## src/hdl/stc_pkg.sv

```systemverilog
`timescale 1ns / 1ps
`default_nettype none

package stc_pkg;

    localparam int ID_W    = 64;
    localparam int CNT_W   = 16;
    localparam int TOTAL_W = 32;

    typedef logic [1:0]         t_opcode;
    typedef logic [CNT_W-1:0]   t_count;
    typedef logic [TOTAL_W-1:0] t_total;

    localparam t_opcode OP_INC       = 2'd0;
    localparam t_opcode OP_FLUSH_ONE = 2'd1;
    localparam t_opcode OP_FLUSH_ALL = 2'd2;
    localparam t_opcode OP_READ      = 2'd3;

    localparam t_count DEFAULT_THRESHOLD = 16'd128;

    // register index taken from paddr[2]
    localparam logic REG_FLUSH_THRESHOLD = 1'b0;

endpackage

`default_nettype wire

```

## src/hdl/stc_hash.sv

```systemverilog
`timescale 1ns / 1ps
`default_nettype none

// id mod SLOTS: byte residues folded into a short sum, then a reciprocal
// multiply and one multiply-subtract, each step registered
module stc_hash #(
    parameter int SLOTS = 101,
    parameter int SW    = 7
) (
    input  wire logic                  i_clk,
    input  wire logic                  i_rst_n,
    input  wire logic                  i_start,
    input  wire logic [stc_pkg::ID_W-1:0] i_id,
    output logic                       o_done,
    output logic [SW-1:0]              o_slot
);
    import stc_pkg::*;

    localparam int CHUNK_W = 8;
    localparam int CHUNKS  = ID_W / CHUNK_W;
    // folded sum stays below CHUNKS * 2^CHUNK_W * 2^SW
    localparam int XW      = CHUNK_W + $clog2(CHUNKS) + SW;
    localparam int SHIFT   = XW + SW;
    localparam int MW      = XW + 2;
    localparam int QW      = MW - SW;
    localparam int PW      = XW + MW;

    typedef logic [CHUNKS-1:0][SW-1:0] t_weights;

    function automatic t_weights chunk_weights();
        t_weights    w;
        int unsigned r;
        r = 1 % SLOTS;
        for (int k = 0; k < CHUNKS; k++) begin
            w[k] = SW'(r);
            r    = (r << CHUNK_W) % SLOTS;
        end
        return w;
    endfunction

    // 2^(8k) mod SLOTS for byte k of the id
    localparam t_weights WEIGHTS = chunk_weights();
    // ceil(2^SHIFT / SLOTS): exact quotient for any sum below 2^XW
    localparam logic [MW-1:0] RECIP =
        MW'(((64'd1 << SHIFT) + 64'(SLOTS) - 64'd1) / 64'(SLOTS));

    logic                      r_vx;
    logic                      r_vq;
    logic                      r_done;
    logic [XW-1:0]             r_x;
    logic [XW-1:0]             r_x_d;
    logic [QW-1:0]             r_q;
    logic [SW-1:0]             r_rem;
    logic [XW-1:0]             n_x;
    logic [QW-1:0]             n_q;
    logic [CHUNKS-1:0][XW-1:0] part;
    logic [PW-1:0]             prod;
    logic [XW-1:0]             diff;

    always_comb begin
        for (int k = 0; k < CHUNKS; k++) begin
            part[k] = XW'(i_id[k*CHUNK_W +: CHUNK_W]) * XW'(WEIGHTS[k]);
        end
        n_x = ((part[0] + part[1]) + (part[2] + part[3]))
            + ((part[4] + part[5]) + (part[6] + part[7]));
    end

    assign prod = PW'(r_x) * PW'(RECIP);
    assign n_q  = QW'(prod >> SHIFT);
    assign diff = r_x_d - XW'(r_q) * XW'(SLOTS);

    always_ff @(posedge i_clk) begin
        if (!i_rst_n) begin
            r_vx   <= 1'b0;
            r_vq   <= 1'b0;
            r_done <= 1'b0;
        end else begin
            r_vx   <= i_start;
            r_vq   <= r_vx;
            r_done <= r_vq;
        end
    end

    always_ff @(posedge i_clk) begin
        if (i_start) begin
            r_x <= n_x;
        end
        if (r_vx) begin
            r_q   <= n_q;
            r_x_d <= r_x;
        end
        if (r_vq) begin
            r_rem <= diff[SW-1:0];
        end
    end

    assign o_done = r_done;
    assign o_slot = r_rem;

endmodule

`default_nettype wire

```

## src/hdl/stc_mem.sv

```systemverilog
`timescale 1ns / 1ps
`default_nettype none

module stc_mem #(
    parameter int SLOTS = 101,
    parameter int SW    = 7
) (
    input  wire logic                   i_clk,
    input  wire logic                   i_we,
    input  wire logic [SW-1:0]          i_waddr,
    input  wire stc_pkg::t_count        i_wdata,
    input  wire logic                   i_re,
    input  wire logic [SW-1:0]          i_raddr,
    output stc_pkg::t_count             o_rdata
);
    import stc_pkg::*;

    t_count r_mem [SLOTS];
    t_count r_rdata;

    always_ff @(posedge i_clk) begin
        if (i_we) begin
            r_mem[i_waddr] <= i_wdata;
        end
    end

    always_ff @(posedge i_clk) begin
        if (i_re) begin
            r_rdata <= r_mem[i_raddr];
        end
    end

    assign o_rdata = r_rdata;

endmodule

`default_nettype wire

```

## src/hdl/sharded_threshold_counter.sv

```systemverilog
`timescale 1ns / 1ps
`default_nettype none

// Increment / flush-one: the id mod SLOTS unit, one slot read and one write-back lie
// between accepted beat and result. Flush-all / read: one slot per cycle through the
// single memory read port. One item at a time; the next beat is taken once the
// result is registered. After reset a clearing pass zeroes the slot memory while
// input is stalled; config writes are taken anytime.
module sharded_threshold_counter #(
    parameter int SLOTS = 101
) (
    input  wire logic                      i_clk,
    input  wire logic                      i_rst_n,
    input  wire logic                      i_valid,
    output logic                           o_stall,
    input  wire stc_pkg::t_opcode          i_opcode,
    input  wire logic [stc_pkg::ID_W-1:0]  i_thread_id,
    output logic                           o_valid,
    input  wire logic                      i_stall,
    output logic [stc_pkg::TOTAL_W-1:0]    o_count_value,
    output logic                           o_moved,
    input  wire logic                      psel,
    input  wire logic                      penable,
    input  wire logic                      pwrite,
    input  wire logic [2:0]                paddr,
    input  wire logic [31:0]               pwdata,
    output logic [31:0]                    prdata,
    output logic                           pready
);
    import stc_pkg::*;

    localparam int SW = (SLOTS > 1) ? $clog2(SLOTS) : 1;
    localparam int WW = $clog2(SLOTS + 1);

    localparam logic [2:0] S_CLEAR  = 3'd0;
    localparam logic [2:0] S_IDLE   = 3'd1;
    localparam logic [2:0] S_HASH   = 3'd2;
    localparam logic [2:0] S_RMW    = 3'd3;
    localparam logic [2:0] S_WALK   = 3'd4;
    localparam logic [2:0] S_FINISH = 3'd5;

    logic [2:0]    r_state;
    t_opcode       r_op;
    t_count        r_thr;
    t_total        r_global;
    t_total        r_acc;
    logic          r_moved;
    logic [WW-1:0] r_walk;
    logic          r_pv;
    logic [SW-1:0] r_paddr;
    logic [SW-1:0] r_slot;
    logic          r_o_valid;
    t_total        r_o_count;
    logic          r_o_moved;

    logic          accept;
    logic          hash_done;
    logic [SW-1:0] hash_slot;
    logic          mem_we;
    logic [SW-1:0] mem_waddr;
    t_count        mem_wdata;
    logic          mem_re;
    logic [SW-1:0] mem_raddr;
    t_count        mem_rdata;
    t_count        thr_eff;
    t_count        inc_val;
    logic          walk_more;
    logic          out_free;
    logic          cfg_wr;

    assign accept    = i_valid && !o_stall;
    assign o_stall   = (r_state != S_IDLE);
    assign thr_eff   = (r_thr == '0) ? DEFAULT_THRESHOLD : r_thr;
    assign inc_val   = mem_rdata + 1'b1;
    assign walk_more = (r_walk < WW'(SLOTS));
    assign out_free  = !r_o_valid || !i_stall;

    stc_hash #(.SLOTS(SLOTS), .SW(SW)) u_hash (
        .i_clk   (i_clk),
        .i_rst_n (i_rst_n),
        .i_start (accept && (i_opcode == OP_INC || i_opcode == OP_FLUSH_ONE)),
        .i_id    (i_thread_id),
        .o_done  (hash_done),
        .o_slot  (hash_slot)
    );

    stc_mem #(.SLOTS(SLOTS), .SW(SW)) u_mem (
        .i_clk   (i_clk),
        .i_we    (mem_we),
        .i_waddr (mem_waddr),
        .i_wdata (mem_wdata),
        .i_re    (mem_re),
        .i_raddr (mem_raddr),
        .o_rdata (mem_rdata)
    );

    always_comb begin
        mem_we    = 1'b0;
        mem_waddr = r_walk[SW-1:0];
        mem_wdata = '0;
        mem_re    = 1'b0;
        mem_raddr = r_walk[SW-1:0];
        case (r_state)
            S_CLEAR: begin
                mem_we = 1'b1;
            end
            S_HASH: begin
                mem_re    = hash_done;
                mem_raddr = hash_slot;
            end
            S_RMW: begin
                mem_we    = 1'b1;
                mem_waddr = r_slot;
                if (r_op == OP_INC && inc_val < thr_eff) begin
                    mem_wdata = inc_val;
                end
            end
            S_WALK: begin
                mem_re    = walk_more;
                mem_we    = r_pv && (r_op == OP_FLUSH_ALL);
                mem_waddr = r_paddr;
            end
            default: begin
            end
        endcase
    end

    always_ff @(posedge i_clk) begin
        if (!i_rst_n) begin
            r_state  <= S_CLEAR;
            r_walk   <= '0;
            r_pv     <= 1'b0;
            r_global <= '0;
        end else begin
            case (r_state)
                S_CLEAR: begin
                    if (r_walk == WW'(SLOTS - 1)) begin
                        r_state <= S_IDLE;
                    end
                    r_walk <= r_walk + 1'b1;
                end
                S_IDLE: begin
                    if (accept) begin
                        r_op    <= i_opcode;
                        r_moved <= 1'b0;
                        r_acc   <= r_global;
                        r_walk  <= '0;
                        r_pv    <= 1'b0;
                        if (i_opcode == OP_INC || i_opcode == OP_FLUSH_ONE) begin
                            r_state <= S_HASH;
                        end else begin
                            r_state <= S_WALK;
                        end
                    end
                end
                S_HASH: begin
                    if (hash_done) begin
                        r_slot  <= hash_slot;
                        r_state <= S_RMW;
                    end
                end
                S_RMW: begin
                    if (r_op == OP_INC) begin
                        if (inc_val >= thr_eff) begin
                            r_global <= r_global + TOTAL_W'(inc_val);
                            r_moved  <= 1'b1;
                        end
                    end else if (mem_rdata != '0) begin
                        r_global <= r_global + TOTAL_W'(mem_rdata);
                        r_moved  <= 1'b1;
                    end
                    r_state <= S_FINISH;
                end
                S_WALK: begin
                    // read slot r_walk while the slot read last cycle is folded in
                    r_pv    <= walk_more;
                    r_paddr <= r_walk[SW-1:0];
                    if (walk_more) begin
                        r_walk <= r_walk + 1'b1;
                    end
                    if (r_pv) begin
                        if (r_op == OP_READ) begin
                            r_acc <= r_acc + TOTAL_W'(mem_rdata);
                        end else if (mem_rdata != '0) begin
                            r_global <= r_global + TOTAL_W'(mem_rdata);
                            r_moved  <= 1'b1;
                        end
                    end
                    if (!walk_more && !r_pv) begin
                        r_state <= S_FINISH;
                    end
                end
                S_FINISH: begin
                    if (out_free) begin
                        r_state <= S_IDLE;
                    end
                end
                default: begin
                    r_state <= S_IDLE;
                end
            endcase
        end
    end

    // output register
    always_ff @(posedge i_clk) begin
        if (!i_rst_n) begin
            r_o_valid <= 1'b0;
        end else if (r_state == S_FINISH && out_free) begin
            r_o_valid <= 1'b1;
        end else if (!i_stall) begin
            r_o_valid <= 1'b0;
        end
    end

    always_ff @(posedge i_clk) begin
        if (r_state == S_FINISH && out_free) begin
            r_o_count <= (r_op == OP_READ) ? r_acc : r_global;
            r_o_moved <= r_moved;
        end
    end

    assign o_valid       = r_o_valid;
    assign o_count_value = r_o_count;
    assign o_moved       = r_o_moved;

    // config port
    assign pready = 1'b1;
    assign cfg_wr = psel && penable && pwrite && pready;

    always_ff @(posedge i_clk) begin
        if (!i_rst_n) begin
            r_thr <= DEFAULT_THRESHOLD;
        end else if (cfg_wr && paddr[2] == REG_FLUSH_THRESHOLD) begin
            r_thr <= pwdata[CNT_W-1:0];
        end
    end

    assign prdata = (paddr[2] == REG_FLUSH_THRESHOLD) ? {16'd0, r_thr} : 32'd0;

    a_accept_leaves_idle: assert property (@(posedge i_clk) disable iff (!i_rst_n)
        accept |=> (r_state == S_HASH || r_state == S_WALK))
        else $error("accepted beat did not start work");

    a_hash_done_in_hash: assert property (@(posedge i_clk) disable iff (!i_rst_n)
        hash_done |-> (r_state == S_HASH))
        else $error("hash result arrived outside hash wait");

    a_walk_addr_range: assert property (@(posedge i_clk) disable iff (!i_rst_n)
        (r_state == S_WALK && r_pv) |-> (SW'(r_paddr) < SW'(SLOTS - 1) ||
                                         SW'(r_paddr) == SW'(SLOTS - 1)))
        else $error("walk address beyond slot count");

    a_read_moves_nothing: assert property (@(posedge i_clk) disable iff (!i_rst_n)
        (r_state == S_FINISH && r_op == OP_READ) |-> !r_moved)
        else $error("read reported a move");

endmodule

`default_nettype wire
```

## config.mk

```make
export PLATFORM = sky130hd
export DESIGN_NAME = sharded_threshold_counter
export DESIGN_NICKNAME = d
export VERILOG_FILES = /design/src/hdl/stc_pkg.sv /design/src/hdl/stc_hash.sv /design/src/hdl/stc_mem.sv /design/src/hdl/sharded_threshold_counter.sv
export SDC_FILE = /design/constraint.sdc
export NUM_CORES = 2
export LEC_CHECK = 0
export ABC_AREA = 1
export BUFFER_PORTS_ARGS = -buffer_cell sky130_fd_sc_hd__buf_2
export CORE_MARGIN = 5
export CORE_UTILIZATION = 55
export CTS_BUF_LIST = sky130_fd_sc_hd__clkbuf_16
export DETAILED_ROUTE_END_ITERATION = 8
export GPL_TIMING_DRIVEN = 0
export PLACE_DENSITY_LB_ADDON = 0.12
export REMOVE_ABC_BUFFERS = 1
export SLEW_MARGIN = 20
export SYNTH_ARGS = -nofsm -noshare
export SYNTH_HDL_FRONTEND = slang
export SYNTH_SLANG_ARGS = --single-unit
```

## constraint.sdc

```tcl
create_clock -name i_clk -period 8.3 [get_ports i_clk]
set_input_delay 0.83 -clock i_clk [delete_from_list [all_inputs] [get_ports i_clk]]
set_output_delay 0.83 -clock i_clk [all_outputs]
set_load 0.05 [all_outputs]
```

======== After elaboration in Yosys (flattened, before gate mapping) ========
Memories as Yosys holds them, arrays and structs flattened. A register that Yosys moved wholly into a read port is not among the register bits.
Index checks and enable logic that the tools add are counted.
word-level totals
  memories kept ........................... 1
  memory bits (writable) .................. 1616
  output and inout port bits .............. 68
  word-level logic and storage cells ...... 144
  register bits after elaboration ......... 189
  input port bits ......................... 108
memories
  memory       depth  width  read ports  clocked after memory_dff  wr ports  line           RTL
  u_mem.r_mem  101    16     1           1                         1         stc_mem.sv:18  t_count r_mem [SLOTS];
cells by class
  bitwise logic cells ..................... 1
  reductions and logical operators ........ 35
  add/subtract/negate cells ............... 13
  equality and inequality tests ........... 21
  order comparisons ....................... 3
  multipliers ............................. 9
  mux-type cells .......................... 41
operator list
  kind                                                  count
  two-way mux 32 bit                                    9
  one-hot mux 32 bit (2 select lines)                   2
  adder 32 x 16 -> 32 bit                               3
  two-way mux 16 bit                                    4
  adder 18 bit                                          3
  multiplier 8 x 5 -> 13 bit (second input constant)    3
  multiplier 18 x 19 -> 37 bit (second input constant)  1
  multiplier 8 x 4 -> 12 bit (second input constant)    2
  two-way mux 7 bit                                     3
  one-hot mux 7 bit (3 select lines)                    1
  two-way mux 3 bit                                     6
  one-hot mux 3 bit (6 select lines)                    1
  adder 15 x 11 -> 16 bit                               1
  adder 15 x 14 -> 16 bit                               1
  adder 16 x 1 -> 16 bit (second input constant)        1
  greater-or-equal comparator 16 bit                    1
  logical NOT 16 bit                                    1
  less-than comparator 16 bit                           1
  inequality test 2 bit (second input constant)         8
  nonzero test 16 bit                                   1
  adder 13 x 14 -> 15 bit                               1
  adder 8 x 14 -> 15 bit                                1
  multiplier 8 x 6 -> 14 bit (second input constant)    1
  one-hot mux 7 bit (2 select lines)                    1
  other kinds (31)                                      66

======== Logic depth before layout (Yosys ltp) ========
  depth in word-level cells ............... 6
  depth in mapped cells ................... 29
  mapped depth without buffers ............ 29

======== Modules after synthesis ========
Synthesis repeated with hierarchy kept, for this count alone.
unflattened totals
  cells, all modules ...................... 8832
  area, all modules ....................... 91310.1 um2
by module, submodules not included
  module                     seq. area each (um2)  area an instance (um2)  cells an instance  times used
  stc_mem                    49007.0               65860.7                 5474               1
  stc_hash                   1231.2                13828.3                 1569               1
  sharded_threshold_counter  3663.5                11621.1                 1789               1

======== Worst setup path before layout ========
No wires, ideal clock.
  path type ............................... register to register
  from .................................... register u_mem.r_rdata[0], in the netlist u_mem.o_rdata[0] (read register of u_mem.r_mem)
  to ...................................... memory u_mem.r_mem[0][2] (netlist bit) (data pin)
  arrival time ............................ 6.180 ns
  stages on the path, launching flop included .. 17
  data required time ...................... 7.345 ns
  period minus slack after synthesis ...... 7.135 ns
  library setup time ...................... 0.955 ns
  slack ................................... 1.165 ns
  path buffers ............................ 0
  path through ............................ edfxtp_1 ha_1 nand2_1 nor2_1 nand2_1 nor2_1 nand3_1 nor3_1 nand3_1 nor2_1 xor2_1 ha_1 nand4_1 a21oi_1 nor2_1 nand2_1 nor3_1
between the ends
  word-level cells in the longest chain between the ends .. 5
RTL lines
  what                         line                              RTL
  start: declaration           stc_mem.sv:19                     t_count r_rdata;
  adder 16 x 1 -> 16 bit *     sharded_threshold_counter.sv:74   assign inc_val = mem_rdata + 1'b1;
  less-than comparator 16 bit  sharded_threshold_counter.sv:114  if (r_op == OP_INC && inc_val < thr_eff) begin
  logical AND 1 bit            sharded_threshold_counter.sv:114
  two-way mux 16 bit *         sharded_threshold_counter.sv:114
  two-way mux 16 bit *         sharded_threshold_counter.sv:103  case (r_state)
  net mem_wdata[2]             sharded_threshold_counter.sv:61   t_count mem_wdata;
  end: declaration             stc_mem.sv:18
Mark *: on every way through the listed nets, which the timed path passes. The rest lies on a longest branch.

======== Worst setup path after layout ========
  from .................................... input i_thread_id[50] (netlist bit)
  to ...................................... register u_hash.r_x[14] (data pin)
between the ends
  word-level cells in the longest chain between the ends .. 4
RTL lines
  what                        line                             RTL
  start: declaration          sharded_threshold_counter.sv:17  input wire logic [stc_pkg::ID_W-1:0] i_thread_id,
  multiplier 8 x 5 -> 13 bit  stc_hash.sv:62                   part[k] = XW'(i_id[k*CHUNK_W +: CHUNK_W]) * XW'(WEIGHTS[k]);
  adder 13 x 14 -> 15 bit     stc_hash.sv:65                   + ((part[4] + part[5]) + (part[6] + part[7]));
  adder 18 bit (2 in a row)   stc_hash.sv:65
  net u_hash.n_x[14]          stc_hash.sv:54                   logic [XW-1:0] n_x;
  end signal: assignment      stc_hash.sv:86                   r_x <= n_x;
  end: declaration            stc_hash.sv:50                   logic [XW-1:0] r_x;
The timed path passes the listed nets, and every way through them passes these cells.
A chain may end at the register's enable or synchronous reset.

==> flow_metrics.tcl <==
set metrics [dict create \
    drtIter0Drc 6811 \
    post-cts-setup-buffers 0 \
    postCtsResizedCells 0 \
    dieWidth_um 427 \
    synthDistinctLibCells 54 \
    netlist_instances 10041 \
    grt_setup_unrepaired "no" \
    dpl.hpwl_um 176000 \
    rows 153 \
    clk_latency_ns 0.83 \
    grt_first_pass_wirelength_um 392000 \
    crit_fanout 5 \
    num-fill-cells 13987 \
    grt_util_all_layers 0.281 \
    synth.avg_cell_area_sq_um 9.54 \
    crit_path_end_kind "register" \
    synth_area_sq_um 95800 \
    grt_max_degree 117 \
    tightestPinTransition_ns 1.08 \
    maxCapViolations 0 \
    gp_congestion 0.919 \
    clockBufferDepth 3 \
    holdCritPathClass "in2reg" \
    yosysSeqAreaShare 0.563 \
    synth_area_leader_cell "edfxtp_1" \
    drive_gt1_frac 0.0767 \
    dpl_worst_slack_ns 1.05 \
    drtAntennaViolNets 0 \
    hold_violations 0 \
    area_growth_pct 13.3 \
    drcViolationCount 0 \
    grt_antenna_before_repair 2 \
    die_area_sq_um 183000 \
    fmax_ghz 0.155 \
    via_per_inst 5.46 \
    die_h_um 427 \
    fin_ws_ns 1.83 \
    synth_area_leaders "edfxtp_1, nand2_1, nand3_1" \
    min_period_ns 6.47 \
    io_buffers 140 \
    initial_utilization 0.552 \
    grt_pass1_vias 66486 \
    synth_top_area_share 0.550 \
    status "completed" \
    core_sq_um 173000 \
    wl_per_cell_um 20.3 \
    htree_levels 4 \
    ys_ff_latch 1816 \
    critPathRequiredTime_ns 8.85 \
    cp.arrival_ns 7.02 \
    cts_tree "yes" \
    worst_hold_slack_ns 0.207 \
    layout_commonest_cell "nand2_1" \
    ys.flop_type "edfxtp_1" \
    clock-sinks 1816 \
    vias 69215 \
    cp-start-kind "input port" \
    async_reset_ff_frac 0 \
    grt-ovfl-total 0 \
    setup_violations 0 \
    first_pass_iters 6 \
    slew_headroom 0.278 \
    post-route-period-util 0.779 \
    cts_hold_buf 0 \
    ys.warnings.count 0 \
    routed_wl_um 257000 \
    drv_slew 0 \
    path_clk_slew_ns 0.06 \
    finalNetCount 10880 \
    cts_root_buf "clkbuf_16" \
    skew_ns 0.0457 \
    cts_buffers 188 \
    worstSetupPathType "in2reg" \
    synth_edf_count 1753 \
    most-common-layout-cells "nand2_1, inv_1, edfxtp_1" \
    io_pins 176 \
]
-- sequential cells by signal, indices dropped and copies added, names as in the netlist, 2 cells and up --
name and cells:
o_count_value 32, r_acc 32, r_global 32, r_op 2
r_paddr 7, r_slot 7, r_state 3, r_thr 16
r_walk 7, u_hash.o_slot 7, u_hash.r_q 7, u_hash.r_x 18
u_hash.r_x_d 7, u_mem.o_rdata 16, u_mem.r_mem 1616
-- logic make-up (layout without fill, tap and decap cells) --
logic type,count (synthesis),in the layout,share of synthesized area
adders and majority gates,574,574,0.0900
AOI/OAI and AO/OA,577,577,0.0329
buffers and inverters,2401,2698,0.0986
xor gates and xnor gates,154,154,0.0141
DFF,1816,1816,0.563
and+or+nand+nor,4517,4517,0.201
other,2,20,0.0000784
-- stage by stage --
step / setup TNS [ns] / utilization / instance area [sq um] / std cells
6_report: 0 / 0.625 / 108000 / 12681
5_1_grt: 0 / 0.625 / 108000 / 12679
4_1_cts: 0 / 0.625 / 108000 / 12678
3_5_place_dp: 0 / 0.591 / 103000 / 12333
3_3_place_gp: -3668.92 / 0.562 / 97400 / 12103
2_1_floorplan: -109.88 / - / 93800 / 9638
-- layer usage --
layer  GRT usage  vias up  wire (um)
li1            -    32886          -
met1       0.393    33194     109000
met2       0.452     2672     119000
met3      0.0441      463      20300
met4      0.0943        0       8860
met5           0        -          0
-- critical path, cell delays in order --
cell	delay, ns
buf_2	0.12
ha_1	0.31
fa_1	0.51
inv_1	0.05
fa_1	0.53
inv_1	0.05
fa_1	0.47
inv_1	0.05
fa_1	0.47
inv_1	0.04
ha_1	0.33
a21oi_1	0.20
o21ai_0	0.11
nor2_1	0.15
xor2_1	0.12
fa_1	0.49
inv_1	0.05
fa_1	0.47
inv_1	0.04
ha_1	0.33
a21oi_1	0.15
o21ai_0	0.09
a21oi_1	0.26
o21ai_0	0.17
a21boi_0	0.31
o21ai_0	0.15
xor2_1	0.16
-- final cells by class --
type	instances	area, sq um	area share
Tap cell	2325	2910	0.0268
Clock inverter	156	1140	0.0105
Multi-Input combinational cell	5839	33100	0.306
Inverter	1983	7460	0.0688
Timing Repair Buffer	370	5180	0.0478
Clock buffer	189	4730	0.0436
Sequential cell	1816	53900	0.497
Antenna cell	3	7.51	0.0000692
-- path summary, 6_finish.rpt --
| check | start | endpoint | slack, ns | cells past startpoint |
|---|---|---|---|---|
| worst min-delay path | i_opcode[0] | r_op[0] | 0.21 | 1 |
| worst min register to register | u_hash.o_slot[4] | r_slot[4] | 0.45 | 0 |
| worst max-delay path | i_thread_id[50] | u_hash.r_x[14] | 1.83 | 27 |
| worst max register to register | u_mem.o_rdata[0] | u_mem.r_mem[54][2] | 2.72 | 19 |
-- synthesized netlist by cell type (6+ instances only) --
cell type  count
inv_1       1973
buf_1         26
a21o_1         6
a211oi_1       7
a31oi_1       11
edfxtp_1    1753
o21ai_0      229
a22o_1         7
o22ai_1       19
o21bai_1      13
clkbuf_1     105
o211ai_1       9
xnor2_1       53
nor2_1       376
buf_4         30
nor3_1        58
nand2_1     2425
buf_2        257
ha_1         382
and2_1         7
nand3_1     1554
dfxtp_1       63
fa_1         192
xor2_1       101
nand4_1       30
inv_2          9
o21ai_1        8
or2_2         14
nand3b_1      25
nor4_1        12
a21oi_1      237
Power is left out: the tool's default activity adds up to more than one toggle a clock period on the data nets, which glitch-free logic cannot reach.
